**src/design/floppy_fm_mfm_flux_encoder_defines.svh**
```systemverilog
// Assertion macros used by the flux encoder interval unit.
`ifndef FLOPPY_FM_MFM_FLUX_ENCODER_DEFINES_SVH
`define FLOPPY_FM_MFM_FLUX_ENCODER_DEFINES_SVH

// The consequent holds in the same cycle as the antecedent.
`define FMFE_ASSERT_SAME(label, clk, rst, ante, cons) \
   label: assert property (@(posedge clk) disable iff (rst) (ante) |-> (cons)) \
      else $error("flux encoder check failed");

// The consequent holds in the cycle after the antecedent.
`define FMFE_ASSERT_NEXT(label, clk, rst, ante, cons) \
   label: assert property (@(posedge clk) disable iff (rst) (ante) |=> (cons)) \
      else $error("flux encoder check failed");

`endif

```
**src/design/fmfe_pkg.sv**
```systemverilog
// Shared types and constants of the flux encoder.
package fmfe_pkg;

   // Command codes of an input transaction.
   localparam logic [2:0] CMD_SKIP    = 3'd0;
   localparam logic [2:0] CMD_FM      = 3'd1;
   localparam logic [2:0] CMD_FM_IAM  = 3'd2;
   localparam logic [2:0] CMD_FM_AM   = 3'd3;
   localparam logic [2:0] CMD_MFM     = 3'd4;
   localparam logic [2:0] CMD_MFM_IAM = 3'd5;
   localparam logic [2:0] CMD_MFM_AM  = 3'd6;
   localparam logic [2:0] CMD_MOD_MFM = 3'd7;

   // Configuration register indexes.
   localparam logic REG_CELL_PERIOD   = 1'b0;
   localparam logic REG_PRECOMP_SHIFT = 1'b1;

   // Clock patterns and window constants.
   localparam logic [7:0] FM_CLOCK_PLAIN = 8'hff;
   localparam logic [7:0] FM_CLOCK_IAM   = 8'hd7;
   localparam logic [7:0] FM_CLOCK_AM    = 8'hc7;
   localparam logic [5:0] MOD_PATTERN    = 6'h1e;
   localparam logic [5:0] MOD_HIGH_PAIR  = 6'h30;
   localparam logic [2:0] MOD_WINDOW_FULL = 3'd5;
   localparam logic [2:0] MOD_WINDOW_KEEP = 3'd4;
   localparam logic [3:0] MOD_CELLS_LAST = 4'd9;
   localparam logic [7:0] GROW_EMPTY     = 8'hff;
   localparam logic [7:0] GROW_LIMIT     = 8'd254;

   typedef enum logic [1:0] {
      KIND_SKIP,
      KIND_FM,
      KIND_MFM,
      KIND_MOD
   } kind_type;

   // One classified byte waiting for the back end.
   typedef struct packed {
      kind_type   kind;
      logic [7:0] clock_mask;
      logic       miss_valid;
      logic [2:0] miss_index;
      logic [7:0] data_byte;
      logic       end_of_track;
   } entry_type;

   // One bitcell or final-sample request to the interval unit.
   typedef struct packed {
      logic valid;
      logic final_req;
      logic bit_value;
   } cell_type;

   typedef enum logic [2:0] {
      SEQ_IDLE,
      SEQ_FLUSH,
      SEQ_BYTE,
      SEQ_PATTERN,
      SEQ_END_FLUSH,
      SEQ_END_CELL,
      SEQ_END_OUT
   } seq_state_type;

endpackage

```
**src/design/fmfe_front.sv**
```systemverilog
// Front end: accepts input transactions, classifies them and queues them.
module fmfe_front
   import fmfe_pkg::*;
(
   input  logic       clock,
   input  logic       reset,
   input  logic       req_valid,
   output logic       req_ready,
   input  logic [2:0] req_command,
   input  logic [7:0] req_data_byte,
   input  logic       req_end_of_track,
   output logic       q_valid,
   input  logic       q_pop,
   output entry_type  q_data
);

   entry_type  slot_ff [2];
   logic       wr_ptr_ff, rd_ptr_ff;
   logic       wr_ptr_in, rd_ptr_in;
   logic [1:0] count_ff, count_in;
   entry_type  classed;
   logic       push;

   // Decode the command into an encoding kind and its mark details.
   always_comb begin
      classed              = '0;
      classed.kind         = KIND_SKIP;
      classed.clock_mask   = FM_CLOCK_PLAIN;
      classed.data_byte    = req_data_byte;
      classed.end_of_track = req_end_of_track;
      case (req_command)
         CMD_SKIP: begin
            classed.kind = KIND_SKIP;
         end
         CMD_FM: begin
            classed.kind = KIND_FM;
         end
         CMD_FM_IAM: begin
            classed.kind       = KIND_FM;
            classed.clock_mask = FM_CLOCK_IAM;
         end
         CMD_FM_AM: begin
            classed.kind       = KIND_FM;
            classed.clock_mask = FM_CLOCK_AM;
         end
         CMD_MFM: begin
            classed.kind = KIND_MFM;
         end
         CMD_MFM_IAM: begin
            classed.kind       = KIND_MFM;
            classed.miss_valid = 1'b1;
            classed.miss_index = 3'd4;
         end
         CMD_MFM_AM: begin
            classed.kind       = KIND_MFM;
            classed.miss_valid = 1'b1;
            classed.miss_index = 3'd5;
         end
         CMD_MOD_MFM: begin
            classed.kind = KIND_MOD;
         end
         default: begin
            classed.kind = KIND_SKIP;
         end
      endcase
   end

   assign req_ready = (count_ff != 2'd2);
   assign push      = req_valid && req_ready;
   assign q_valid   = (count_ff != 2'd0);
   assign q_data    = slot_ff[rd_ptr_ff];

   // Queue pointers and fill count.
   always_comb begin
      wr_ptr_in = push ? ~wr_ptr_ff : wr_ptr_ff;
      rd_ptr_in = q_pop ? ~rd_ptr_ff : rd_ptr_ff;
      count_in  = count_ff + 2'(push) - 2'(q_pop);
   end

   always_ff @(posedge clock) begin
      if (reset) begin
         wr_ptr_ff <= 1'b0;
         rd_ptr_ff <= 1'b0;
         count_ff  <= 2'd0;
      end else begin
         wr_ptr_ff <= wr_ptr_in;
         rd_ptr_ff <= rd_ptr_in;
         count_ff  <= count_in;
      end
   end

   // Queue storage.
   always_ff @(posedge clock) begin
      if (push) begin
         slot_ff[wr_ptr_ff] <= classed;
      end
   end

endmodule

```
**src/design/fmfe_seq.sv**
```systemverilog
// Back-end sequencer: expands a classified byte into bitcells, at most one per cycle, holding while cell_ready is low.
module fmfe_seq
   import fmfe_pkg::*;
(
   input  logic      clock,
   input  logic      reset,
   input  logic      q_valid,
   output logic      q_pop,
   input  entry_type q_data,
   output cell_type  bitcell,
   input  logic      cell_ready
);

   seq_state_type state_ff, state_in;
   entry_type     entry_ff, entry_in;
   logic [2:0]    bit_ff, bit_in;
   logic [1:0]    sub_ff, sub_in;
   logic [3:0]    pat_ff, pat_in;
   logic          ldb_ff, ldb_in;
   logic [5:0]    win_ff, win_in;
   logic [2:0]    cnt_ff, cnt_in;
   logic          prev_mod_ff, prev_mod_in;

   logic       d;
   logic [2:0] cidx;
   logic [5:0] win_shift;
   logic [2:0] cnt_inc;
   logic       take;
   logic       mfm_clock;

   assign d         = entry_ff.data_byte[3'd7 - bit_ff];
   assign cidx      = cnt_ff - 3'd1;
   assign win_shift = {win_ff[4:0], d};
   assign cnt_inc   = cnt_ff + 3'd1;
   assign take      = bitcell.valid && cell_ready;
   assign mfm_clock = !ldb_ff && !d
                      && !(entry_ff.miss_valid && entry_ff.miss_index == bit_ff);

   // Outputs: the cell offered this cycle and the queue pop.
   always_comb begin
      bitcell = '0;
      q_pop   = 1'b0;
      case (state_ff)
         SEQ_IDLE: begin
            q_pop = q_valid;
         end
         SEQ_FLUSH, SEQ_END_FLUSH: begin
            if (cnt_ff != 3'd0) begin
               bitcell.valid     = 1'b1;
               bitcell.bit_value = (sub_ff == 2'd0) ? ((win_ff & (6'd3 << cidx)) == 6'd0)
                                                    : win_ff[cidx];
            end
         end
         SEQ_BYTE: begin
            case (entry_ff.kind)
               KIND_FM: begin
                  bitcell.valid = 1'b1;
                  case (sub_ff)
                     2'd0:    bitcell.bit_value = entry_ff.clock_mask[3'd7 - bit_ff];
                     2'd2:    bitcell.bit_value = d;
                     default: bitcell.bit_value = 1'b0;
                  endcase
               end
               KIND_MFM: begin
                  bitcell.valid     = 1'b1;
                  bitcell.bit_value = (sub_ff == 2'd0) ? mfm_clock : d;
               end
               KIND_MOD: begin
                  bitcell.valid     = (sub_ff != 2'd0);
                  bitcell.bit_value = (sub_ff == 2'd1) ? ((win_ff & MOD_HIGH_PAIR) == 6'd0)
                                                       : win_ff[4];
               end
               default: begin
                  bitcell.valid = 1'b0;
               end
            endcase
         end
         SEQ_PATTERN: begin
            bitcell.valid     = 1'b1;
            bitcell.bit_value = (pat_ff == 4'd0) || (pat_ff == 4'd4) || (pat_ff == 4'd8);
         end
         SEQ_END_CELL: begin
            bitcell.valid     = 1'b1;
            bitcell.bit_value = 1'b1;
         end
         SEQ_END_OUT: begin
            bitcell.valid     = 1'b1;
            bitcell.final_req = 1'b1;
         end
         default: begin
            bitcell = '0;
         end
      endcase
   end

   // Next state and working registers.
   always_comb begin
      logic advance;
      advance     = 1'b0;
      state_in    = state_ff;
      entry_in    = entry_ff;
      bit_in      = bit_ff;
      sub_in      = sub_ff;
      pat_in      = pat_ff;
      ldb_in      = ldb_ff;
      win_in      = win_ff;
      cnt_in      = cnt_ff;
      prev_mod_in = prev_mod_ff;
      case (state_ff)
         SEQ_IDLE: begin
            if (q_valid) begin
               entry_in = q_data;
               bit_in   = 3'd0;
               sub_in   = 2'd0;
               if (prev_mod_ff && q_data.kind != KIND_MOD) begin
                  state_in = SEQ_FLUSH;
               end else begin
                  state_in = SEQ_BYTE;
               end
               if (q_data.kind == KIND_MOD && !prev_mod_ff) begin
                  win_in = 6'd0;
                  cnt_in = 3'd0;
               end
            end
         end
         SEQ_FLUSH, SEQ_END_FLUSH: begin
            if (cnt_ff == 3'd0) begin
               state_in = (state_ff == SEQ_FLUSH) ? SEQ_BYTE : SEQ_END_CELL;
               sub_in   = 2'd0;
            end else if (take) begin
               if (sub_ff == 2'd0) begin
                  sub_in = 2'd1;
               end else begin
                  sub_in = 2'd0;
                  cnt_in = cidx;
               end
            end
         end
         SEQ_BYTE: begin
            case (entry_ff.kind)
               KIND_FM: begin
                  if (take) begin
                     sub_in  = sub_ff + 2'd1;
                     advance = (sub_ff == 2'd3);
                  end
               end
               KIND_MFM: begin
                  if (take) begin
                     sub_in  = (sub_ff == 2'd0) ? 2'd1 : 2'd0;
                     advance = (sub_ff != 2'd0);
                  end
               end
               KIND_MOD: begin
                  if (sub_ff == 2'd0) begin
                     win_in = win_shift;
                     if (cnt_inc == MOD_WINDOW_FULL) begin
                        if (win_shift == MOD_PATTERN) begin
                           cnt_in   = 3'd0;
                           pat_in   = 4'd0;
                           state_in = SEQ_PATTERN;
                        end else begin
                           cnt_in = cnt_inc;
                           sub_in = 2'd1;
                        end
                     end else begin
                        cnt_in  = cnt_inc;
                        advance = 1'b1;
                     end
                  end else if (take) begin
                     if (sub_ff == 2'd1) begin
                        sub_in = 2'd2;
                     end else begin
                        sub_in  = 2'd0;
                        cnt_in  = MOD_WINDOW_KEEP;
                        advance = 1'b1;
                     end
                  end
               end
               default: begin
                  prev_mod_in = 1'b0;
                  state_in    = entry_ff.end_of_track ? SEQ_END_FLUSH : SEQ_IDLE;
               end
            endcase
         end
         SEQ_PATTERN: begin
            if (take) begin
               pat_in = pat_ff + 4'd1;
               if (pat_ff == MOD_CELLS_LAST) begin
                  state_in = SEQ_BYTE;
                  sub_in   = 2'd0;
                  advance  = 1'b1;
               end
            end
         end
         SEQ_END_CELL: begin
            if (take) begin
               state_in = SEQ_END_OUT;
            end
         end
         SEQ_END_OUT: begin
            if (take) begin
               ldb_in      = 1'b0;
               win_in      = 6'd0;
               cnt_in      = 3'd0;
               prev_mod_in = 1'b0;
               state_in    = SEQ_IDLE;
            end
         end
         default: begin
            state_in = SEQ_IDLE;
         end
      endcase
      // Finishing a data bit moves to the next one or closes the byte.
      if (advance) begin
         ldb_in = d;
         if (bit_ff == 3'd7) begin
            prev_mod_in = (entry_ff.kind == KIND_MOD);
            state_in    = entry_ff.end_of_track ? SEQ_END_FLUSH : SEQ_IDLE;
         end else begin
            bit_in   = bit_ff + 3'd1;
            state_in = SEQ_BYTE;
         end
      end
   end

   always_ff @(posedge clock) begin
      if (reset) begin
         state_ff    <= SEQ_IDLE;
         ldb_ff      <= 1'b0;
         win_ff      <= 6'd0;
         cnt_ff      <= 3'd0;
         prev_mod_ff <= 1'b0;
         sub_ff      <= 2'd0;
         bit_ff      <= 3'd0;
         pat_ff      <= 4'd0;
      end else begin
         state_ff    <= state_in;
         ldb_ff      <= ldb_in;
         win_ff      <= win_in;
         cnt_ff      <= cnt_in;
         prev_mod_ff <= prev_mod_in;
         sub_ff      <= sub_in;
         bit_ff      <= bit_in;
         pat_ff      <= pat_in;
      end
   end

   always_ff @(posedge clock) begin
      entry_ff <= entry_in;
   end

endmodule

```
**src/design/fmfe_interval.sv**
```systemverilog
// Interval unit: measures flux intervals, applies precompensation, forms samples.
`include "floppy_fm_mfm_flux_encoder_defines.svh"
module fmfe_interval
   import fmfe_pkg::*;
#(
   parameter int FRAC_BITS   = 4,
   parameter int SAMPLE_BIAS = 129
) (
   input  logic        clock,
   input  logic        reset,
   input  logic [11:0] cell_period,
   input  logic [7:0]  precomp_shift,
   input  cell_type    bitcell,
   output logic        cell_ready,
   output logic        rsp_valid,
   input  logic        rsp_ready,
   output logic [6:0]  rsp_sample,
   output logic        rsp_in_range,
   output logic        rsp_last
);

   localparam int HALF = 1 << (FRAC_BITS - 1);

   logic [7:0]        pending_ff, pending_in;
   logic [7:0]        growing_ff, growing_in;
   logic signed [9:0] shift_ff, shift_in;
   logic              out_valid_ff, out_valid_in;
   logic [6:0]        sample_ff, sample_in;
   logic              in_range_ff, in_range_in;
   logic              last_ff, last_in;

   logic                take;
   logic [7:0]          grow_next;
   logic signed [9:0]   adj;
   logic [19:0]         prod;
   logic signed [23:0]  x, t, r, v;
   logic                v_neg, v_high;

   assign cell_ready = !out_valid_ff || rsp_ready;
   assign take       = bitcell.valid && cell_ready;

   // Interval growth with saturation.
   always_comb begin
      if (growing_ff == GROW_EMPTY) begin
         grow_next = 8'd0;
      end else if (growing_ff < GROW_LIMIT) begin
         grow_next = growing_ff + 8'd1;
      end else begin
         grow_next = growing_ff;
      end
   end

   // Precompensation from the pair of neighboring intervals.
   always_comb begin
      if (pending_ff == 8'd2 && grow_next > 8'd2) begin
         adj = -$signed({2'b00, precomp_shift});
      end else if (pending_ff > 8'd2 && grow_next == 8'd2) begin
         adj = $signed({2'b00, precomp_shift});
      end else begin
         adj = 10'sd0;
      end
   end

   // Length times cell period, shift correction, rounding and bias.
   always_comb begin
      prod = 20'(pending_ff) * 20'(cell_period);
      if (bitcell.final_req) begin
         x = -{{14{shift_ff[9]}}, shift_ff};
      end else begin
         x = $signed({4'b0000, prod}) - {{14{shift_ff[9]}}, shift_ff}
             + {{14{adj[9]}}, adj};
      end
      t = x + 24'(HALF);
      if (t[23]) begin
         r = -((-t) >>> FRAC_BITS);
      end else begin
         r = t >>> FRAC_BITS;
      end
      v      = 24'(SAMPLE_BIAS) - r;
      v_neg  = v[23];
      v_high = !v[23] && (v > 24'sd127);
   end

   // Interval state and output register.
   always_comb begin
      pending_in   = pending_ff;
      growing_in   = growing_ff;
      shift_in     = shift_ff;
      out_valid_in = out_valid_ff && !rsp_ready;
      sample_in    = sample_ff;
      in_range_in  = in_range_ff;
      last_in      = last_ff;
      if (take) begin
         if (bitcell.final_req) begin
            out_valid_in = 1'b1;
            last_in      = 1'b1;
            in_range_in  = !(v_neg || v_high);
            sample_in    = v_neg ? 7'd0 : (v_high ? 7'd127 : v[6:0]);
            pending_in   = 8'd0;
            growing_in   = GROW_EMPTY;
            shift_in     = 10'sd0;
         end else if (bitcell.bit_value) begin
            if (pending_ff != 8'd0) begin
               out_valid_in = !(v_neg || v_high);
               last_in      = 1'b0;
               in_range_in  = 1'b1;
               sample_in    = v[6:0];
               shift_in     = adj;
            end
            pending_in = grow_next;
            growing_in = 8'd0;
         end else begin
            growing_in = grow_next;
         end
      end
   end

   always_ff @(posedge clock) begin
      if (reset) begin
         pending_ff   <= 8'd0;
         growing_ff   <= GROW_EMPTY;
         shift_ff     <= 10'sd0;
         out_valid_ff <= 1'b0;
      end else begin
         pending_ff   <= pending_in;
         growing_ff   <= growing_in;
         shift_ff     <= shift_in;
         out_valid_ff <= out_valid_in;
      end
   end

   always_ff @(posedge clock) begin
      sample_ff   <= sample_in;
      in_range_ff <= in_range_in;
      last_ff     <= last_in;
   end

   assign rsp_valid    = out_valid_ff;
   assign rsp_sample   = sample_ff;
   assign rsp_in_range = in_range_ff;
   assign rsp_last     = last_ff;

   // Checks.
   `FMFE_ASSERT_NEXT(a_final_clears, clock, reset, take && bitcell.final_req,
      pending_ff == 8'd0 && growing_ff == GROW_EMPTY && shift_ff == 10'sd0)
   `FMFE_ASSERT_SAME(a_range_only_last, clock, reset, out_valid_ff && !last_ff,
      in_range_ff)
   `FMFE_ASSERT_NEXT(a_first_edge_silent, clock, reset,
      take && !bitcell.final_req && pending_ff == 8'd0, !out_valid_ff)

endmodule

```
**src/design/floppy_fm_mfm_flux_encoder.sv**
```systemverilog
// Top level: a transaction carries one track byte with its encoding; the block
// writes out flux interval samples, at most 24 per transaction. A queue of two
// classified bytes sits in front of the bitcell sequencer, which handles one
// bitcell per cycle at most and stalls while a finished sample waits in the
// output register. End of track adds the flush of the window, the final cell
// and the final sample; a byte that ends a modified-MFM run first flushes the
// window.
module floppy_fm_mfm_flux_encoder
   import fmfe_pkg::*;
#(
   parameter int FRAC_BITS   = 4,
   parameter int SAMPLE_BIAS = 129
) (
   input  logic        clock,
   input  logic        reset,
   input  logic        csr_valid,
   output logic        csr_ready,
   input  logic        csr_index,
   input  logic [11:0] csr_data,
   input  logic        req_valid,
   output logic        req_ready,
   input  logic [2:0]  req_command,
   input  logic [7:0]  req_data_byte,
   input  logic        req_end_of_track,
   output logic        rsp_valid,
   input  logic        rsp_ready,
   output logic [6:0]  rsp_sample,
   output logic        rsp_in_range,
   output logic        rsp_last
);

   logic [11:0] cell_period_ff, cell_period_in;
   logic [7:0]  precomp_shift_ff, precomp_shift_in;
   logic        q_valid, q_pop, cell_ready;
   entry_type   q_data;
   cell_type    bitcell;

   assign csr_ready = 1'b1;

   // Configuration registers.
   always_comb begin
      cell_period_in   = cell_period_ff;
      precomp_shift_in = precomp_shift_ff;
      if (csr_valid) begin
         case (csr_index)
            REG_CELL_PERIOD:   cell_period_in   = csr_data;
            REG_PRECOMP_SHIFT: precomp_shift_in = csr_data[7:0];
            default:           cell_period_in   = cell_period_ff;
         endcase
      end
   end

   always_ff @(posedge clock) begin
      if (reset) begin
         cell_period_ff   <= 12'd64;
         precomp_shift_ff <= 8'd16;
      end else begin
         cell_period_ff   <= cell_period_in;
         precomp_shift_ff <= precomp_shift_in;
      end
   end

   fmfe_front u_front (
      .clock            (clock),
      .reset            (reset),
      .req_valid        (req_valid),
      .req_ready        (req_ready),
      .req_command      (req_command),
      .req_data_byte    (req_data_byte),
      .req_end_of_track (req_end_of_track),
      .q_valid          (q_valid),
      .q_pop            (q_pop),
      .q_data           (q_data)
   );

   fmfe_seq u_seq (
      .clock      (clock),
      .reset      (reset),
      .q_valid    (q_valid),
      .q_pop      (q_pop),
      .q_data     (q_data),
      .bitcell    (bitcell),
      .cell_ready (cell_ready)
   );

   fmfe_interval #(
      .FRAC_BITS   (FRAC_BITS),
      .SAMPLE_BIAS (SAMPLE_BIAS)
   ) u_interval (
      .clock         (clock),
      .reset         (reset),
      .cell_period   (cell_period_ff),
      .precomp_shift (precomp_shift_ff),
      .bitcell       (bitcell),
      .cell_ready    (cell_ready),
      .rsp_valid     (rsp_valid),
      .rsp_ready     (rsp_ready),
      .rsp_sample    (rsp_sample),
      .rsp_in_range  (rsp_in_range),
      .rsp_last      (rsp_last)
   );

endmodule

```
**config.mk**
```make
export PLATFORM = sky130hd
export DESIGN_NAME = floppy_fm_mfm_flux_encoder
export DESIGN_NICKNAME = d
export VERILOG_FILES = /design/src/design/fmfe_pkg.sv /design/src/design/fmfe_front.sv /design/src/design/fmfe_seq.sv /design/src/design/fmfe_interval.sv /design/src/design/floppy_fm_mfm_flux_encoder.sv
export VERILOG_INCLUDE_DIRS = /design/src /design/src/design
export SDC_FILE = /design/constraint.sdc
export NUM_CORES = 1
export LEC_CHECK = 0
export BUFFER_PORTS_ARGS = -buffer_cell sky130_fd_sc_hd__buf_2
export CAP_MARGIN = 15
export CELL_PAD_IN_SITES_DETAIL_PLACEMENT = 1
export CELL_PAD_IN_SITES_GLOBAL_PLACEMENT = 1
export CORE_ASPECT_RATIO = 1.75
export CORE_MARGIN = 8
export CORE_UTILIZATION = 30
export DETAILED_ROUTE_END_ITERATION = 7
export HOLD_SLACK_MARGIN = 0.15
export PLACE_DENSITY = 0.59
export SYNTH_ARGS = -nofsm -noshare
export SYNTH_HDL_FRONTEND = slang
export SYNTH_HIERARCHICAL = 1
export SYNTH_SLANG_ARGS = --single-unit
export TNS_END_PERCENT = 100
```
**constraint.sdc**
```tcl
create_clock -name clock -period 13 [get_ports clock]
set_input_delay 1.3 -clock clock [delete_from_list [all_inputs] [get_ports clock]]
set_output_delay 1.3 -clock clock [all_outputs]
set_load 0.005 [all_outputs]
```
* Yosys cells after proc, flatten, opt, wreduce, memory -nomap -nowiden
Memories as Yosys holds them, arrays and structs flattened. A register that Yosys moved wholly into a read port is not among the register bits.
Index checks and enable logic that the tools add are counted.
** Storage, ports and cells
- Word-level logic and storage cells :: 304
- Memories :: 1
- RAM bits :: 42
- Flip-flop bits (word level) :: 106
** Memory list
- u_front.slot_ff :: depth 2, width 21, rd ports 1, clocked after memory_dff 1, write ports 1, RTL line fmfe_front.sv:17 : entry_type slot_ff [2];
** Operators by class
- Equality and inequality tests :: 61
- Bitwise operators :: 4
- Order comparisons :: 6
- $add $sub $neg :: 17
- Multiply operators :: 1
- Mux-type cells :: 128
- Reductions and logical operators :: 59
- Shift operators :: 1
** Operator list (count)
- two-way mux 3 bit :: 28
- two-way mux 8 bit :: 7
- two-way mux 24 bit :: 2
- negator 24 bit :: 2
- two-way mux 10 bit :: 4
- two-way mux 1 bit :: 39
- two-way mux 7 bit :: 5
- two-way mux 6 bit :: 5
- == test 3 bit, second input constant :: 9
- adder 24 bit :: 1
- adder 24 x 5 -> 24 bit, second input constant :: 1
- greater-than comparator 24 x 8 -> 1 bit, second input constant :: 1
- two-way mux 2 bit :: 12
- negator 20 -> 24 bit :: 1
- subtractor 9 x 24 -> 24 bit, first input constant :: 1
- subtractor 21 x 10 -> 22 bit :: 1
- != test 3 x 1 -> 1 bit, second input constant :: 7
- multiplier 8 x 12 -> 20 bit :: 1
- two-way mux 4 bit :: 5
- != test 2 x 1 -> 1 bit, second input constant :: 10
- AND reduction 10 bit :: 2
- case mux 3 bit (6 select lines) :: 1
- case mux 6 bit (3 select lines) :: 1
- == test 8 x 2 -> 1 bit, second input constant :: 2
- other kinds (56) :: 129

* Longest topological paths before layout
- Depth in word-level cells :: 22
- Mapped depth :: 50

* By module
Netlist, hierarchy kept.
** Modules (own cells, without submodules)
- fmfe_interval :: seq. area each 810.8 sq um, times used 1, cells an instance 1310, area each 9949.5 sq um
- fmfe_seq :: seq. area each 1151.1 sq um, times used 1, cells an instance 308, area each 2924.1 sq um
- fmfe_front :: seq. area each 1001.0 sq um, times used 1, cells an instance 94, area each 1461.4 sq um
- floppy_fm_mfm_flux_encoder :: seq. area each 400.4 sq um, times used 1, cells an instance 83, area each 870.8 sq um

* Least setup slack after synthesis
Ideal clock, no wire load.
- Kind :: reg-to-reg
- Start point :: register u_interval.pending_ff[7]
- End point :: register u_interval.sample_ff[1] (netlist: u_interval/rsp_sample[1]) (data pin)
- Path slack :: 2.779 ns
- Cell stages (with the launch flop) :: 43
- Library setup time :: 0.289 ns
- Arrival time :: 9.932 ns
- Data required time :: 12.711 ns
- Path through :: dfxtp_1 -> clkbuf_1 -> nand2_1 -> fa_1 -> fa_1 -> inv_1 -> fa_1 -> inv_1 -> fa_1 -> inv_1 -> ha_1 -> a21oi_1 -> o21bai_1 -> a21oi_1 -> nor2b_1 -> o21a_1 -> o21ai_0 -> nand2b_1 -> (+7 left out) -> ha_1 -> nand2_1 -> o21ai_0 -> nor3_1 -> mux2_2 -> or4b_2 -> nor4_1 -> a211o_1 -> clkbuf_1 -> buf_1 -> nor4_1 -> a221oi_1 -> a21oi_1 -> or4b_2 -> o21ai_0 -> o211ai_1 -> o31ai_2 -> a21oi_1
** Between the ends
- Word-level cells in the longest chain between the ends :: 16
- Elaborated cells between the ends (all ways) :: 23
** RTL lines
- start: declaration :: RTL line fmfe_interval.sv:24 : logic [7:0] pending_ff, pending_in;
- start signal: assignment :: RTL line fmfe_interval.sv:125 : pending_ff <= pending_in;
- parallel branches: the longest is 4 deep, another holds subtractor 21 x 10 -> 22 bit
- adder 24 bit * :: RTL line fmfe_interval.sv:71 : + {{14{adj[9]}}, adj};
- two-way mux 24 bit * :: RTL line fmfe_interval.sv:67 : if (bitcell.final_req) begin
- adder 24 x 5 -> 24 bit * :: RTL line fmfe_interval.sv:73 : t = x + 24'(HALF);
- negator 24 bit :: RTL line fmfe_interval.sv:75 : r = -((-t) >>> FRAC_BITS);
- negator 20 -> 24 bit :: RTL line fmfe_interval.sv:75
- two-way mux 24 bit * :: RTL line fmfe_interval.sv:74 : if (t[23]) begin
- subtractor 9 x 24 -> 24 bit * :: RTL line fmfe_interval.sv:79 : v = 24'(SAMPLE_BIAS) - r;
- greater-than comparator 24 x 8 -> 1 bit or zero test 1 bit (tied branches) :: RTL line fmfe_interval.sv:81 : v_high = !v[23] && (v > 24'sd127);
- logical AND 1 bit :: RTL line fmfe_interval.sv:81
- two-way mux 7 bit (2 in a row) :: RTL line fmfe_interval.sv:98 : sample_in = v_neg ? 7'd0 : (v_high ? 7'd127 : v[6:0]);
- two-way mux 7 bit * :: RTL line fmfe_interval.sv:94 : if (bitcell.final_req) begin
- end signal: assignment :: RTL line fmfe_interval.sv:133 : sample_ff <= sample_in;
- end: declaration :: RTL line fmfe_interval.sv:28 : logic [6:0] sample_ff, sample_in;
Every way passes the cells marked *. The select of a mux whose other input is x is not followed.
A chain may end at the register's enable or synchronous reset.

* Final worst setup path
- Start point :: register u_interval.pending_ff[7]
- End point :: register u_interval.sample_ff[0] (netlist: u_interval/rsp_sample[0]) (data pin)
Same word-level chain as after synthesis.

==> results by group <==
STA
  • Setup-failing EPs final: 0
  • Slew Viols, Final: 0
  • Min Tclk post-route: 11.75 ns
  • Worst Slack Setup Final: 1.25 ns
  • Total negative slack: 0 ns
  • Peak Freq: 85.1 MHz
  • Slew headroom: 27.5%
  • RSZ-0062 raised after global routing: false
  • Clock skew: 0.0125 ns
  • Period utilisation layout: 90.4%
  • Hold Vio Cnt, Final: 0
  • Worst-Margin Slew: 1.08 ns

Route
  • Via-to-Cell Ratio: 5.31
  • DRT Pass-1 Iters: 4
  • Initial DRC count: 512
  • DRC Markers: 0
  • Antenna-violating nets left: 0
  • Routed vias: 13100
  • Avg WL per Cell: 18.3 um
  • Total Wirelength: 45000 um

Final layout
  • N_diodes: 0
  • FILL cells: 5937
  • Register Area: 3360 um^2
  • Ratio of cells with drive above 1 in the final layout: 8.52%
  • Most common library cell in the layout ignoring fill and taps: inv_1
  • NumNets Final: 1982
  • Final instance area: 16500 um^2
  • Layout Utilization: 32.9%
  • Commonest non-fill, non-tap cells in the layout: 149 x inv_1, 134 x nand2_1, 128 x nor2_1
  • Layout area overhead: 8.81%
  • Area of the multi-input gates: 10900 um^2

CTS
  • Num Clock Sinks: 137
  • Root Buffer: clkbuf_16
  • Post-CTS setup buffer count: 0
  • PostCTS Resize Cnt: 0
  • CTS max path bufs: 2
  • H-tree depth: 4
  • CTS clk-pin slew, worst paths: 0.07 ns
  • CTS buffer count: 17
  • CTS tree: done
  • Clock Latency Late Sink: 0.42 ns
  • CTS Hold Buffers Added: 0

Global route
  • Initial antenna violation count: 1
  • Vias in the first global route: 14100
  • Global-route wire length before repair: 73300 um
  • Total GRT Usage: 15.5%
  • Grt total ovfl: 0
  • Largest net degree at the start of global routing: 66

Power and ir drop
  • Power Internal: 0.00161 W
  • Psw: 0.00159 W
  • Part of the power in combinational logic: 65.5%
  • Sw Ratio: 49.8%
  • Worst VDD drop: 102 uV
  • Lkg Pwr: 6.59 nW
  • Sequential Power Share: 19.4%
  • Clock network power share: 15.1%
  • PD cells: 193 nW/um^2

Yosys
  • Share of the synthesized area in the top cell type: 12.2%
  • Post-synthesis sequential area ratio: 22.1%
  • Post-synthesis instance area: 15200 um^2
  • Synthesized area per cell: 8.47 um^2
  • Post-synth EDFFs: 62
  • Synthesized flop and latch total: 137
  • Post-synth ARST share: 0%
  • Area contributors post-synth: edfxtp_1 12%, fa_1 11%, dfxtp_1 9.9%
  • Main flop type after synthesis: dfxtp_1
  • Mapped Cells: 1795
  • Ys Warns: 6
  • Post-synth top area cell: edfxtp_1
  • Synth unique cells: 111

Worst setup path
  • Crit path max-delay cell type: a211o_1
  • CP endpoint kind: register
  • Worst EP required: 13.14 ns
  • CP most frequent cell: a21oi_1
  • Critical Path AT: 11.90 ns
  • Max incr delay on CP: 0.85 ns
  • Type of origin of the critical path: register
  • Worst-path maximum fanout: 27
  • WS Path Type: reg2reg

Place
  • PortBufs: 40
  • Area after DPL: 15900 um^2
  • Post-DP HPWL: 36100 um
  • Post-Place Setup Slack: 1.10 ns
  • RD Place Congestion: 0.826

Die
  • IO Count: 42
  • Die X-Extent: 186 um
  • Die Y: 314 um
  • Core footprint: 50300 um^2
  • Die area: 58400 um^2
  • Initial Utilization: 30.2%
  • Rows: 109

Hold path
  • Hold WC Path Type: reg2reg

Flow run
  • MaxCap Viol Count: 0

Run status
  • Outcome: complete, no violations
[worst paths after layout]
path	start	to	slack, ns	cells past startpoint
setup / recovery	u_interval/pending_ff[7]$_SDFFE_PP0P_	u_interval/rsp_sample[0]$_DFFE_PP_	1.25	41
setup reg to reg	u_interval/pending_ff[7]$_SDFFE_PP0P_	u_interval/rsp_sample[0]$_DFFE_PP_	1.25	41
hold / removal	u_seq/ldb_ff$_SDFFE_PP0P_	u_seq/ldb_ff$_SDFFE_PP0P_	0.51	2
hold reg to reg	u_seq/ldb_ff$_SDFFE_PP0P_	u_seq/ldb_ff$_SDFFE_PP0P_	0.51	2
[layer usage]
layer | part of all wire [%] | global-route usage [%] | wire length [um] | up-vias
met5 | 0.022 | 0 | 10 | -
met3 | 1.6 | 1.63 | 735 | 57
met2 | 56 | 30.3 | 25100 | 121
met4 | 2.5 | 5.34 | 1140 | 2
met1 | 40 | 16.5 | 18000 | 6489
li1 | - | - | - | 6396
[metrics by stage]
stage	total power [W]	hold WS, ns	instances
floorplan	0.00218	0.450	1799
global placement	0.00266	0.475	2427
detailed placement	0.00272	0.496	2427
CTS	0.00322	0.512	2459
global route	0.00346	0.525	2461
finish	0.00320	0.511	2461
[final cells by class]
cell class	instances	area share, %
Sequential cell	137	20.3
Clock inverter	13	0.862
Inverter	151	3.43
Multi-Input combinational cell	1420	65.7
Timing Repair Buffer	55	2.00
Clock buffer	19	2.62
Tap cell	666	5.04
[sequential cells by signal, summed over array words and instances (netlist names), 4 cells and up, named ones only]
name,count
cell_period_ff,12
precomp_shift_ff,8
u_front/slot_ff,30
u_interval/growing_ff,8
u_interval/pending_ff,8
u_interval/rsp_sample,7
u_interval/shift_ff,10
u_seq/entry_ff,23
u_seq/pat_ff,4
u_seq/win_ff,6
[power groups by stage]
stage / Sequential, W / Clock [W] / Combinational, W
after floorplan: 0.000585 / 0 / 0.00160
after global placement: 0.000627 / 0 / 0.00203
after detailed placement: 0.000633 / 0 / 0.00209
after CTS: 0.000623 / 0.000499 / 0.00210
after global routing: 0.000633 / 0.000516 / 0.00231
final: 0.000621 / 0.000484 / 0.00209
[cells in the mapped netlist, types with 12 or more instances]
library cell / count
a211o_1: 15
a211oi_1: 19
a21o_1: 14
a21oi_1: 104
a22oi_1: 18
a31oi_1: 19
and2_1: 85
and3_1: 13
buf_2: 12
clkbuf_1: 59
dfxtp_1: 75
edfxtp_1: 62
fa_1: 81
ha_1: 89
inv_1: 149
mux2_2: 18
mux2i_1: 29
nand2_1: 134
nand2b_1: 40
nand3_1: 35
nand4_1: 26
nor2_1: 128
nor2b_1: 23
nor3_1: 47
nor4_1: 13
o211ai_1: 21
o21a_1: 14
o21ai_0: 69
o21ai_1: 14
or2_2: 15
or3_1: 15
xnor2_1: 66
xor2_1: 25
[critical path, delay by kind of cell (launching register included)]
kind                     cells  cell delay [ns]
buffers and inverters        4             0.24
XOR/XNOR                     1             0.17
AO/OA/AOI/OAI               21             5.11
flip-flops                   1             0.57
adder cells (fa/ha/maj)      7             3.32
AND/OR/NAND/NOR              8             2.05
[cell families (layout without fill, tap and decap cells)]
family | after synthesis | count (layout) | share of synthesized area [%]
compound gates | 428 | 428 | 19.3
xor+xnor | 91 | 91 | 5.24
fa+ha+maj | 171 | 171 | 18.1
buf+inv | 242 | 238 | 6.54
flops | 137 | 137 | 22.1
mux | 61 | 61 | 4.70
other cells | 3 | 7 | 0.0741
simple gates | 662 | 662 | 23.9
(Power assumes the default switching activity.)
